$ cat src/design/gmc_pkg.sv
// Shared constants, result types and small calendar tables for the
// Gregorian date / MJD converter. No dependencies.
`default_nettype none

package gmc_pkg;

    // Stage count of both conversion pipelines (input to output register).
    localparam int unsigned DEPTH       = 7;
    // Stages that do arithmetic in the date-to-MJD path; the rest only delay.
    localparam int unsigned DATE_STAGES = 3;

    localparam int unsigned MJD_DATE_OFFSET = 678912;
    localparam int unsigned MJD_GC_OFFSET   = 678881;
    localparam int unsigned DAYS_400Y       = 146097;
    localparam int unsigned DAYS_4Y         = 1461;
    localparam int unsigned DAYS_5M         = 153;

    // Reciprocals for constant division; the quotient comes out exact or
    // one low and is corrected by a remainder compare where needed.
    localparam int unsigned DIV100_MUL    = 5243;   // >> 19, exact below 43690
    localparam int unsigned DIV146097_MUL = 29398;  // >> 32
    localparam int unsigned DIV1461_MUL   = 11483;  // >> 24
    localparam int unsigned DIV153_MUL    = 428;    // >> 16
    localparam int unsigned DIV5_MUL      = 205;    // >> 10, exact below 1024

    typedef struct packed {
        logic        ok;
        logic [23:0] mjd;
    } d2m_res_t;

    typedef struct packed {
        logic        zero;
        logic [13:0] year;
        logic [3:0]  month;
        logic [4:0]  day;
    } m2d_res_t;

    // Days in a month, with the leap flag for February.
    function automatic logic [4:0] month_len(input logic [3:0] m, input logic leap);
        logic [4:0] len;
        case (m)
            4'd4, 4'd6, 4'd9, 4'd11: len = 5'd30;
            4'd2:                    len = leap ? 5'd29 : 5'd28;
            default:                 len = 5'd31;
        endcase
        return len;
    endfunction

    // floor(30.59 * (mp - 2)) for the shifted month mp = 3..14.
    function automatic logic [8:0] month_offset(input logic [3:0] mp);
        logic [8:0] off;
        case (mp)
            4'd3:    off = 9'd30;
            4'd4:    off = 9'd61;
            4'd5:    off = 9'd91;
            4'd6:    off = 9'd122;
            4'd7:    off = 9'd152;
            4'd8:    off = 9'd183;
            4'd9:    off = 9'd214;
            4'd10:   off = 9'd244;
            4'd11:   off = 9'd275;
            4'd12:   off = 9'd305;
            4'd13:   off = 9'd336;
            4'd14:   off = 9'd367;
            default: off = 9'd0;
        endcase
        return off;
    endfunction

endpackage

`default_nettype wire

$ cat src/design/gmc_date2mjd.sv
// Date-to-MJD pipeline: date check, leap rule and day count over three
// stages, then a delay line to the common depth. Uses gmc_pkg.
`default_nettype none

module gmc_date2mjd (
    input  wire logic            clk,
    input  wire logic            en,
    input  wire logic [13:0]     year,
    input  wire logic [3:0]      month,
    input  wire logic [4:0]      day,
    output gmc_pkg::d2m_res_t    res
);
    import gmc_pkg::*;

    localparam int unsigned TAPS = DEPTH - DATE_STAGES + 1;

    // stage 1
    logic        early;
    logic [26:0] prod_y;
    logic [26:0] prod_p;
    logic [13:0] year_reg,  year_next;
    logic [3:0]  month_reg, month_next;
    logic [4:0]  day_reg,   day_next;
    logic [13:0] yp_reg,    yp_next;
    logic [3:0]  mp_reg,    mp_next;
    logic [7:0]  q100y_reg, q100y_next;
    logic [7:0]  q100p_reg, q100p_next;

    // stage 2
    logic [14:0] hund;
    logic        leap;
    logic [4:0]  len;
    logic        ok_reg,     ok_next;
    logic [24:0] p_reg,      p_next;
    logic [7:0]  q100p2_reg;
    logic [3:0]  mp2_reg;
    logic [4:0]  day2_reg;

    // stage 3 and delay taps
    logic [23:0] sum_next;
    logic [23:0] mjd_tap_reg [TAPS];
    logic        ok_tap_reg  [TAPS];

    // Fold January and February into months 13 and 14 of the year before.
    always_comb
    begin
        early      = (month <= 4'd2);
        year_next  = year;
        month_next = month;
        day_next   = day;
        yp_next    = early ? year - 14'd1 : year;
        mp_next    = early ? month + 4'd12 : month;
        prod_y     = 27'(year) * 27'(DIV100_MUL);
        prod_p     = 27'(yp_next) * 27'(DIV100_MUL);
        q100y_next = prod_y[26:19];
        q100p_next = prod_p[26:19];
    end

    always_ff @(posedge clk)
    begin
        if (en)
        begin
            year_reg  <= year_next;
            month_reg <= month_next;
            day_reg   <= day_next;
            yp_reg    <= yp_next;
            mp_reg    <= mp_next;
            q100y_reg <= q100y_next;
            q100p_reg <= q100p_next;
        end
    end

    // Leap test on the true year, range check, and 1461*y for the day count.
    always_comb
    begin
        hund    = 15'(q100y_reg) * 15'd100;
        leap    = (year_reg[1:0] == 2'd0) &&
                  (({1'b0, year_reg} != hund) || (q100y_reg[1:0] == 2'd0));
        len     = month_len(month_reg, leap);
        ok_next = (year_reg != 14'd0) && (month_reg != 4'd0) && (month_reg <= 4'd12) &&
                  (day_reg != 5'd0) && (day_reg <= len);
        p_next  = 25'(yp_reg) * 25'(DAYS_4Y);
    end

    always_ff @(posedge clk)
    begin
        if (en)
        begin
            ok_reg     <= ok_next;
            p_reg      <= p_next;
            q100p2_reg <= q100p_reg;
            mp2_reg    <= mp_reg;
            day2_reg   <= day_reg;
        end
    end

    // Sum the terms modulo 2^24; y/400 comes from (y/100)/4.
    always_comb
    begin
        sum_next = 24'(p_reg[24:2]) + 24'(q100p2_reg[7:2]) - 24'(q100p2_reg)
                 + 24'(month_offset(mp2_reg)) + 24'(day2_reg) - 24'(MJD_DATE_OFFSET);
    end

    always_ff @(posedge clk)
    begin
        if (en)
        begin
            mjd_tap_reg[0] <= sum_next;
            ok_tap_reg[0]  <= ok_reg;
            for (int i = 1; i < TAPS; i++)
            begin
                mjd_tap_reg[i] <= mjd_tap_reg[i-1];
                ok_tap_reg[i]  <= ok_tap_reg[i-1];
            end
        end
    end

    assign res.ok  = ok_tap_reg[TAPS-1];
    assign res.mjd = mjd_tap_reg[TAPS-1];

endmodule

`default_nettype wire

$ cat src/design/gmc_mjd2date.sv
// MJD-to-date pipeline: integer calendar method with reciprocal division
// and remainder correction, one step per stage. Uses gmc_pkg.
`default_nettype none

module gmc_mjd2date (
    input  wire logic            clk,
    input  wire logic            en,
    input  wire logic [21:0]     mjd_in,
    output gmc_pkg::m2d_res_t    res
);
    import gmc_pkg::*;

    logic [DEPTH-1:0] zero_reg;

    // stage 1
    logic [22:0] n_next;
    logic [24:0] x1;
    logic [39:0] prod1;
    logic [22:0] n_reg;
    logic [7:0]  q0_reg, q0_next;

    // stage 2
    logic [24:0] x2;
    logic [24:0] qm;
    logic [24:0] r2;
    logic [22:0] n2_reg;
    logic [7:0]  q_reg, q_next;

    // stage 3
    logic [9:0]  t3;
    logic [7:0]  a3;
    logic [24:0] a2_reg, a2_next;

    // stage 4
    logic [37:0] prod4;
    logic [24:0] a2b_reg;
    logic [13:0] y0_reg, y0_next;

    // stage 5
    logic [24:0] rem;
    logic        fix5;
    logic [11:0] rem1;
    logic [13:0] y5_reg, y5_next;
    logic [10:0] b_reg,  b_next;

    // stage 6
    logic [19:0] prod6;
    logic [13:0] y6_reg;
    logic [10:0] b6_reg;
    logic [3:0]  m0_reg, m0_next;

    // stage 7
    logic [10:0] bm;
    logic [10:0] r7;
    logic        fix7;
    logic [10:0] rr;
    logic [3:0]  m1;
    logic [3:0]  m3;
    logic [14:0] prodd;
    logic [13:0] y7_reg, y7_next;
    logic [3:0]  m7_reg, m7_next;
    logic [4:0]  d7_reg, d7_next;

    always_ff @(posedge clk)
    begin
        if (en)
        begin
            zero_reg <= {zero_reg[DEPTH-2:0], (mjd_in == 22'd0)};
        end
    end

    // Estimate q = 4(n+1) / 146097.
    always_comb
    begin
        n_next  = 23'(mjd_in) + 23'(MJD_GC_OFFSET);
        x1      = {n_next + 23'd1, 2'b00};
        prod1   = 40'(x1) * 40'(DIV146097_MUL);
        q0_next = prod1[39:32];
    end

    always_ff @(posedge clk)
    begin
        if (en)
        begin
            n_reg  <= n_next;
            q0_reg <= q0_next;
        end
    end

    // Correct the estimate by one where the remainder is too large.
    always_comb
    begin
        x2     = {n_reg + 23'd1, 2'b00};
        qm     = 25'(q0_reg) * 25'(DAYS_400Y);
        r2     = x2 - qm;
        q_next = (r2 >= 25'(DAYS_400Y)) ? q0_reg + 8'd1 : q0_reg;
    end

    always_ff @(posedge clk)
    begin
        if (en)
        begin
            n2_reg <= n_reg;
            q_reg  <= q_next;
        end
    end

    always_comb
    begin
        t3      = (10'(q_reg) + 10'd1) * 10'd3;
        a3      = t3[9:2];
        a2_next = {n2_reg, 2'b00} + 25'd3 + 25'({a3, 2'b00});
    end

    always_ff @(posedge clk)
    begin
        if (en)
        begin
            a2_reg <= a2_next;
        end
    end

    // Estimate the year a2 / 1461.
    always_comb
    begin
        prod4   = 38'(a2_reg) * 38'(DIV1461_MUL);
        y0_next = prod4[37:24];
    end

    always_ff @(posedge clk)
    begin
        if (en)
        begin
            a2b_reg <= a2_reg;
            y0_reg  <= y0_next;
        end
    end

    // Correct the year, then day-in-year to the 5-month index b.
    always_comb
    begin
        rem     = a2b_reg - 25'(y0_reg) * 25'(DAYS_4Y);
        fix5    = (rem[11:0] >= 12'(DAYS_4Y));
        rem1    = fix5 ? rem[11:0] - 12'(DAYS_4Y) : rem[11:0];
        y5_next = y0_reg + 14'(fix5);
        b_next  = 11'(rem1[10:2]) * 11'd5 + 11'd2;
    end

    always_ff @(posedge clk)
    begin
        if (en)
        begin
            y5_reg <= y5_next;
            b_reg  <= b_next;
        end
    end

    always_comb
    begin
        prod6   = 20'(b_reg) * 20'(DIV153_MUL);
        m0_next = prod6[19:16];
    end

    always_ff @(posedge clk)
    begin
        if (en)
        begin
            y6_reg <= y5_reg;
            b6_reg <= b_reg;
            m0_reg <= m0_next;
        end
    end

    // Correct the month, derive the day, fold months 13 and 14 forward.
    always_comb
    begin
        bm      = 11'(m0_reg) * 11'(DAYS_5M);
        r7      = b6_reg - bm;
        fix7    = (r7 >= 11'(DAYS_5M));
        rr      = fix7 ? r7 - 11'(DAYS_5M) : r7;
        m1      = m0_reg + 4'(fix7);
        prodd   = 15'(rr[7:0]) * 15'(DIV5_MUL);
        d7_next = prodd[14:10] + 5'd1;
        m3      = m1 + 4'd3;
        y7_next = y6_reg;
        m7_next = m3;
        if (m3 > 4'd12)
        begin
            m7_next = m3 - 4'd12;
            y7_next = y6_reg + 14'd1;
        end
    end

    always_ff @(posedge clk)
    begin
        if (en)
        begin
            y7_reg <= y7_next;
            m7_reg <= m7_next;
            d7_reg <= d7_next;
        end
    end

    assign res.zero  = zero_reg[DEPTH-1];
    assign res.year  = y7_reg;
    assign res.month = m7_reg;
    assign res.day   = d7_reg;

endmodule

`default_nettype wire

$ cat src/design/gregorian_mjd_converter.sv
// Top level of the Gregorian date / MJD converter: stream ports, valid
// pipeline, output select. Uses gmc_pkg, gmc_date2mjd, gmc_mjd2date.
//
//  channel | dir | handshake          | payload
//  --------+-----+--------------------+---------------------------------------
//  s       | in  | s_tvalid, s_tready | s_tuser: action; s_tdata: date, MJD
//  m       | out | m_tvalid, m_tready | m_tuser: error;  m_tdata: MJD, date
//
// One item enters per cycle while s_tready is high; an accepted item moves
// through every stage to m_tvalid and leaves when m_tready is high, a depth
// of 7 set by the MJD-to-date path (three reciprocal divisions, each followed by
// a remainder correction, the last one sharing its stage with the day split).
// Reset clears only the valid bits; payload stages hold whatever they had.
// While the output item waits for m_tready, every stage holds and s_tready
// drops; an empty output register lets the pipeline advance.
`default_nettype none

module gregorian_mjd_converter (
    input  wire logic        clk,
    input  wire logic        rst_n,
    input  wire logic        s_tvalid,
    output      logic        s_tready,
    input  wire logic [47:0] s_tdata,  // year[13:0], month[17:14], day[22:18], mjd_in[44:23]
    input  wire logic        s_tuser,  // action (0 date to MJD, 1 MJD to date)
    output      logic        m_tvalid,
    input  wire logic        m_tready,
    output      logic [47:0] m_tdata,  // mjd_out[23:0], year_out[37:24], month_out[41:38],
                                       // day_out[46:42]
    output      logic        m_tuser   // error
);
    import gmc_pkg::*;

    logic [DEPTH-1:0] vld_reg;
    logic [DEPTH-1:0] act_reg;
    logic             en;
    d2m_res_t         d_res;
    m2d_res_t         m_res;

    logic        error;
    logic [23:0] mjd_out;
    logic [13:0] year_out;
    logic [3:0]  month_out;
    logic [4:0]  day_out;

    // Advance every stage unless the output item is stuck.
    assign en       = !vld_reg[DEPTH-1] || m_tready;
    assign s_tready = en;
    assign m_tvalid = vld_reg[DEPTH-1];

    always_ff @(posedge clk or negedge rst_n)
    begin
        if (!rst_n)
        begin
            vld_reg <= '0;
        end
        else if (en)
        begin
            vld_reg <= {vld_reg[DEPTH-2:0], s_tvalid};
        end
    end

    // Carry the action beside the valid bit.
    always_ff @(posedge clk)
    begin
        if (en)
        begin
            act_reg <= {act_reg[DEPTH-2:0], s_tuser};
        end
    end

    gmc_date2mjd u_date2mjd (
        .clk   (clk),
        .en    (en),
        .year  (s_tdata[13:0]),
        .month (s_tdata[17:14]),
        .day   (s_tdata[22:18]),
        .res   (d_res)
    );

    gmc_mjd2date u_mjd2date (
        .clk    (clk),
        .en     (en),
        .mjd_in (s_tdata[44:23]),
        .res    (m_res)
    );

    // Pick the finished path; zero all fields on a rejected item and
    // the fields that the chosen action does not produce.
    always_comb
    begin
        error     = 1'b0;
        mjd_out   = '0;
        year_out  = '0;
        month_out = '0;
        day_out   = '0;
        if (act_reg[DEPTH-1])
        begin
            error = m_res.zero;
            if (!m_res.zero)
            begin
                year_out  = m_res.year;
                month_out = m_res.month;
                day_out   = m_res.day;
            end
        end
        else
        begin
            error = !d_res.ok;
            if (d_res.ok)
            begin
                mjd_out = d_res.mjd;
            end
        end
    end

    assign m_tdata = {1'b0, day_out, month_out, year_out, mjd_out};
    assign m_tuser = error;

    // A good MJD-to-date result carries a real calendar month and day.
    assert property (@(posedge clk) disable iff (!rst_n)
        (m_tvalid && act_reg[DEPTH-1] && !m_res.zero) |->
            (m_res.month >= 4'd1 && m_res.month <= 4'd12 &&
             m_res.day >= 5'd1 && m_res.day <= 5'd31))
        else $error("MJD-to-date produced an impossible month or day");

    // A stall freezes the whole valid pipeline.
    assert property (@(posedge clk) disable iff (!rst_n)
        !en |=> $stable(vld_reg))
        else $error("valid pipeline moved during a stall");

    // With the pipeline advancing, the valid bit of the next-to-last stage moves into the last.
    assert property (@(posedge clk) disable iff (!rst_n)
        en |=> (vld_reg[DEPTH-1] == $past(vld_reg[DEPTH-2])))
        else $error("valid bit lost or invented between the last two stages");

endmodule

`default_nettype wire
$ cat config.mk
export PLATFORM = sky130hd
export DESIGN_NAME = gregorian_mjd_converter
export DESIGN_NICKNAME = d
export VERILOG_FILES = /design/src/design/gmc_pkg.sv /design/src/design/gmc_date2mjd.sv /design/src/design/gmc_mjd2date.sv /design/src/design/gregorian_mjd_converter.sv
export SDC_FILE = /design/constraint.sdc
export NUM_CORES = 2
export LEC_CHECK = 0
export ABC_AREA = 1
export BUFFER_PORTS_ARGS = -buffer_cell sky130_fd_sc_hd__buf_2
export CORE_MARGIN = 2
export CORE_UTILIZATION = 55
export CTS_CLUSTER_DIAMETER = 80
export DETAILED_ROUTE_END_ITERATION = 10
export GPL_ROUTABILITY_DRIVEN = 1
export PLACE_DENSITY = 0.71
export REMOVE_ABC_BUFFERS = 1
export SYNTH_ARGS = -nofsm -noshare
export SYNTH_HDL_FRONTEND = slang
export SYNTH_SLANG_ARGS = --single-unit
$ cat constraint.sdc
create_clock -name clk -period 15.11 [get_ports clk]
set_clock_uncertainty 0.15 [all_clocks]
set_input_delay 0.7555 -clock clk [delete_from_list [all_inputs] [get_ports clk]]
set_output_delay 0.7555 -clock clk [all_outputs]
set_load 0.02 [all_outputs]
# Word level (Yosys, flattened, before mapping)
# Memories as Yosys holds them, arrays and structs flattened. A register that Yosys moved wholly into a read port is not among the register bits.
# Cells that the tools add are included.
totals:
  regBits: 311
  inputBits: 53
  out_inout_bits: 51
  memories: 3
  mem_bits_rw: 125
  romBits: 144
memory_table:
  columns: ["name", "words", "word_bits", "rd", "rd_clocked_by_memory_dff", "wr", "line_no", "text"]
  rows:
  - ["(no name shown)", 16, 9, 1, 1, 0, "gmc_pkg.sv:52", "case (mp)"]
  - ["u_date2mjd.mjd_tap_reg", 5, 24, 5, 0, 5, "gmc_date2mjd.sv:41", "logic [23:0] mjd_tap_reg [TAPS];"]
  - ["u_date2mjd.ok_tap_reg", 5, 1, 5, 0, 5, "gmc_date2mjd.sv:42", "logic ok_tap_reg [TAPS];"]
classes:
  add_sub_neg: 26
  reduce_logical: 16
  muxes: 21
  magnitude_cmp: 7
  mul: 13
  n_eq_ne: 6
op_table:
  columns: ["cell", "count"]
  rows:
  - ["14-bit 2-to-1 mux", 4]
  - ["14-bit by 13-bit multiplier with 27-bit output (second input constant)", 2]
  - ["24-bit 2-to-1 mux", 2]
  - ["23-bit by 1-bit adder with 23-bit output (second input constant)", 2]
  - ["25-bit by 14-bit multiplier with 38-bit output (second input constant)", 1]
  - ["23-bit by 14-bit multiplier with 37-bit output (second input constant)", 1]
  - ["25-bit by 10-bit adder with 25-bit output", 1]
  - ["25-bit by 2-bit adder with 25-bit output (second input constant)", 1]
  - ["25-bit by 18-bit >= comparator with 1-bit output (second input constant)", 1]
  - ["14-bit by 11-bit multiplier with 25-bit output (second input constant)", 1]
  - ["8-bit by 18-bit multiplier with 25-bit output (second input constant)", 1]
  - ["25-bit subtractor", 1]
  - ["23-bit by 6-bit adder with 24-bit output", 1]
  - ["24-bit by 5-bit adder with 24-bit output", 1]
  - ["24-bit by 9-bit adder with 24-bit output", 1]
  - ["24-bit by 20-bit subtractor with 24-bit output (second input constant)", 1]
  - ["24-bit by 8-bit subtractor with 24-bit output", 1]
  - ["22-bit by 20-bit adder with 23-bit output (second input constant)", 1]
  - ["22-bit zero test", 1]
  - ["4-bit 2-to-1 mux", 5]
  - ["11-bit by 7-bit multiplier with 18-bit output (second input constant)", 1]
  - ["8-bit 2-to-1 mux", 2]
  - ["8-bit by 8-bit multiplier with 15-bit output (second input constant)", 1]
  - ["14-bit by 15-bit inequality test with 1-bit output", 1]
  - ["41 further kinds", 54]

# Longest topological paths before layout
depth:
  word_depth: 8
  depth_mapped: 44
  depth_no_buf: 44

# By module
# A second synthesis with hierarchy kept.
unflattened:
  hier_cells: 5525
  hier_area_um2: 53654.0
modules_own_cells:
  columns: ["module", "seq_area_each_um2", "instances", "area_each_um2", "cells_per_inst"]
  rows:
  - ["gmc_mjd2date", 5795.6, 1, 31325.0, 3349]
  - ["gmc_date2mjd", 6816.5, 1, 21370.5, 2031]
  - ["gregorian_mjd_converter", 385.4, 1, 958.4, 145]

# Worst setup path before layout
# No wires, ideal clock.
synth_path:
  kind: "input-to-reg"
  startpoint: "input port m_tready"
  endpoint: "register vld_reg[2]"
  path_buffers: 2
  t_arrival_ns: 13.270
  cell_stages: 5
  setup_slack_ns: 1.071
  t_required_ns: 14.341
  path_cell_list: "inv_1 nand2_1 clkbuf_1 buf_1 a21oi_1"
synth_via:
  elab_chain_len: 1
synth_rtl:
  columns: ["element", "line_no", "text"]
  rows:
  - ["from (decl)", "gregorian_mjd_converter.sv:26", "input wire logic m_tready,"]
  - ["1-bit logical OR", "gregorian_mjd_converter.sv:46", "assign en = !vld_reg[DEPTH-1] || m_tready;"]
  - ["named net s_tready", "gregorian_mjd_converter.sv:22", "output logic s_tready,"]
  - ["to (signal assigned)", "gregorian_mjd_converter.sv:58", "vld_reg <= {vld_reg[DEPTH-2:0], s_tvalid};"]
  - ["to (decl)", "gregorian_mjd_converter.sv:33", "logic [DEPTH-1:0] vld_reg;"]
# The timed path passes the listed nets, and every way through them passes these cells.
# A chain may end at the register's enable or synchronous reset.

# Worst setup path in the final report
layout_path:
  startpoint: "register u_mjd2date.b6_reg[2]"
  endpoint: "register u_mjd2date.d7_reg[4], data pin"
layout_via:
  elab_chain_len: 5
  elab_cells_between_ends: 6
  classes_between: "add/sub (3); mul (1); order compare (1); mux (1)"
layout_rtl:
  columns: ["element", "line_no", "text"]
  rows:
  - ["from (decl)", "gmc_mjd2date.sv:49", "logic [10:0] b6_reg;"]
  - ["from (signal assigned)", "gmc_mjd2date.sv:169", "b6_reg <= b_reg;"]
  - ["11-bit subtractor *", "gmc_mjd2date.sv:178", "r7 = b6_reg - bm;"]
  - ["11-bit by 8-bit >= comparator with 1-bit output / 8-bit subtractor (equally long branches)", "gmc_mjd2date.sv:179, gmc_mjd2date.sv:180", null]
  - ["8-bit 2-to-1 mux *", "gmc_mjd2date.sv:180", "rr = fix7 ? r7 - 11'(DAYS_5M) : r7;"]
  - ["8-bit by 8-bit multiplier with 15-bit output *", "gmc_mjd2date.sv:182", "prodd = 15'(rr[7:0]) * 15'(DIV5_MUL);"]
  - ["5-bit by 1-bit adder with 5-bit output *", "gmc_mjd2date.sv:183", "d7_next = prodd[14:10] + 5'd1;"]
  - ["named net u_mjd2date.d7_next[4]", "gmc_mjd2date.sv:62", "logic [4:0] d7_reg, d7_next;"]
  - ["to (signal assigned)", "gmc_mjd2date.sv:200", "d7_reg <= d7_next;"]
  - ["to (decl)", "gmc_mjd2date.sv:62", null]
# The timed path passes the listed nets; every way through them passes the cells marked *.

==> key figures <==
Synthesis
  – FFs w/ async S/R, synth: under 10%
  – Flip-flop and latch count after synthesis: 437
  – Cells after Synth: 5083
  – Post-synth EDFFs: 421
  – Simple-Gate Fraction of Synth Area: about 8.6%
  – Synth Area in Compound Gates: under 10%
  – Mux cell area share after synthesis: 0.02195%
  – Largest family of logic cells by synthesized area: adder cells
  – Synth Cell Area: 51300 µm²
  – Adder-cell share of the synthesized area: around 46%
  – YS warnings: 0
  – Xor/xnor share of the synthesized area: under 10%
  – Seq/Total Area, Yosys: roughly 25%
  – Ys flop type: edfxtp_1
  – Count of cell types in the netlist: just under 60
  – Mapped Avg Cell Area: between 10 and 15 µm²

Finish
  – Most frequent cells in the layout: inv_1 (1292), ha_1 (951), fa_1 (579)
  – Number of flip-flops in the largest register: 120
  – Util after Layout: between 50 and 60%
  – Post-Layout Inst Area: 55270 µm²
  – Filler Cell Count: around 7700
  – Final #Nets: about 6800
  – P&R area growth vs syn: 7.734%
  – Share of cells above drive strength 1: 4.677%
  – FF/Latch Area: roughly 13000 µm²
  – Commonest non-fill, non-tap cell in the layout: inv_1
  – Multi-input combinational cell area: 33380 µm²

Placement
  – Detailed placer's ending HPWL: approximately 81000 µm
  – Port Buf Inserts: between 90 and 100
  – Placed Area: 53420 µm²
  – GPL Wtd Cong: about 0.9

Detailed routing
  – Pre-antenna DRT Iters: 5
  – WL final: 96060 µm
  – Post-route DRC: 0
  – Vias: around 33000
  – Routed WL per cell: between 10 and 15 µm
  – Initial DRC count: 1331
  – Vias/cell: roughly 5
  – Post-route ant nets: 0

Critical path
  – Slowest stage delay, CP: roughly 650 ps
  – Crit. End Element: register
  – Arrival @ worst endpoint: approximately 8700 ps
  – Critical Path Fanout Max: 9
  – Critical Path RT: 15340 ps
  – Critical Path Source Type: register
  – Worst r2r dst: u_mjd2date.d7_reg[4]$_DFFE_PN_
  – RR Startpoint: u_mjd2date.b6_reg[2]$_DFFE_PN_
  – R2R setup slack: around 6600 ps
  – Most common cell on crit path: inv_1
  – Worst R2R Path Depth: 41
  – CP Class: register to register
  – Slowest library cell on the worst path: a2111oi_0

Timing
  – Fin crit share: 56.14%
  – Final Hold Violating Endpoints: 0
  – Max frequency: about 120 MHz
  – Fin Hold WS: about 150 ps
  – Fin Setup TNS: 0 ps
  – RSZ-0062 raised after global routing: false
  – Max-slew headroom: a little over a quarter
  – Slew Limit Fails: 0
  – Endpoints failing setup: 0
  – Crit path time final: 8483 ps
  – Worst-Margin Slew: ~1100 ps

Min path
  – Hold depth: 1
  – Worst Hold End: act_reg[0]$_DFFE_PN_
  – Min-delay src: s_tuser
  – Type of the tightest min-delay check: input pin to register

Clocking
  – Clk pin slew, worst setup/hold paths: roughly 60 ps
  – Number of post-CTS setup repair buffers: 0
  – H-tree levels: 2
  – CTS Buffer Depth: 3
  – Clock sinks: approximately 440
  – Cts bufs inserted: 53
  – Hold_buf cts: 1
  – CTS tree: built
  – Clock Latency Late Sink: 630 ps
  – Post_cts resized: 0
  – Root buf cell: clkbuf_16

GRT
  – Congestion Overflow GR: 0
  – Vias in the first global route: 34560
  – First-pass GRT wire length: between 150000 and 200000 µm
  – Antenna violations before repair: 5
  – Gr usage total: a little over a fifth
  – Largest net degree at the start of global routing: 173

Run status
  – Outcome: complete, no violations

Floorplan
  – Starting Density: 55.21%
  – # IOs: between 100 and 150
  – Core box area: slightly above 90000 µm²
  – Die H: slightly above 300 µm
  – Die width: 309.4 µm
  – Die area: ~96000 µm²
  – # rows: ~110

Flow run
  – Max_cap viols: 0
## metal layers
layer  vias up  share of wire [%]  track usage, %
met5         -              0.037               0
met4         8                2.7           5.487
met3       151                3.9           2.896
met2       493                 49           37.02
met1     15910                 45           27.82
li1      16590                  -               -
## cells in the mapped netlist (6+ instances only)
cell type,count,area share [%]
a211oi_1,12,0.18
a21boi_0,7,0.10
a21o_1,19,0.28
a21oi_1,233,2.3
a31oi_1,12,0.15
clkbuf_1,11,0.080
dfrtp_1,7,0.34
dfxtp_1,9,0.35
edfxtp_1,421,25
fa_1,579,23
ha_1,951,23
inv_1,1292,9.5
nand2_1,495,3.6
nand2_2,11,0.13
nand3_1,138,1.3
nand3b_1,12,0.18
nand4_1,46,0.56
nor2_1,234,1.7
nor3_1,28,0.27
nor4_1,18,0.22
o211ai_1,6,0.088
o21a_1,8,0.12
o21ai_0,115,1.1
o21ai_1,13,0.13
o21bai_1,17,0.25
or2_2,11,0.13
xnor2_1,106,1.8
xor2_1,218,3.7
## layout make-up
cell class                      instances  share of cell area, %
Clock buffer                           59                  2.441
Antenna cell                            2               0.009056
Sequential cell                       437                  23.52
Tap cell                             1254                  2.839
Multi-Input combinational cell       3336                  60.40
Inverter                             1295                  8.795
Timing Repair Buffer                  114                  1.127
Clock inverter                         40                 0.8671
## how the worst max path moves through the flow
| stage | slack (ps) | endpoint | startpoint |
|---|---|---|---|
| after floorplan | 1110 | register | m_tready |
| after global placement | 6130 | u_mjd2date.q0_reg[2]$_DFFE_PN_ | s_tdata[23] |
| after detailed placement | 6070 | u_mjd2date.q0_reg[2]$_DFFE_PN_ | s_tdata[23] |
| after CTS | 6660 | u_mjd2date.d7_reg[4]$_DFFE_PN_ | u_mjd2date.b6_reg[2]$_DFFE_PN_ |
| after global routing | 5900 | u_mjd2date.q0_reg[2]$_DFFE_PN_ | s_tdata[23] |
| final | 6630 | u_mjd2date.d7_reg[4]$_DFFE_PN_ | u_mjd2date.b6_reg[2]$_DFFE_PN_ |
## critical path, delay by kind of cell, from the launching register on
kind | cells | cell delay (ps)
AOI/OAI and AO/OA | 2 | 1100
xor gates and xnor gates | 2 | 640
adders and majority gates | 9 | 3440
buffers and inverters | 12 | 990
DFF | 1 | 480
and+or+nand+nor | 16 | 1430
## logic make-up (layout without fill, tap and decap cells)
group | after synthesis | count (layout)
other cells | 1 | 3
fa+ha+maj | 1530 | 1530
buf+inv | 1310 | 1508
compound gates | 465 | 465
mux | 1 | 1
xor+xnor | 326 | 326
flops | 437 | 437
simple gates | 1013 | 1013
## through the flow
stage | setup slack (ps) | cells
2_1_floorplan | 1112 | 5068
3_3_place_gp | 6128 | 6435
3_5_place_dp | 6067 | 6435
4_1_cts | 6657 | 6535
5_1_grt | 5899 | 6536
6_report | 6627 | 6537
Power is not shown: default switching activity piles up to over one toggle a cycle in this logic, so the estimate is an artifact.
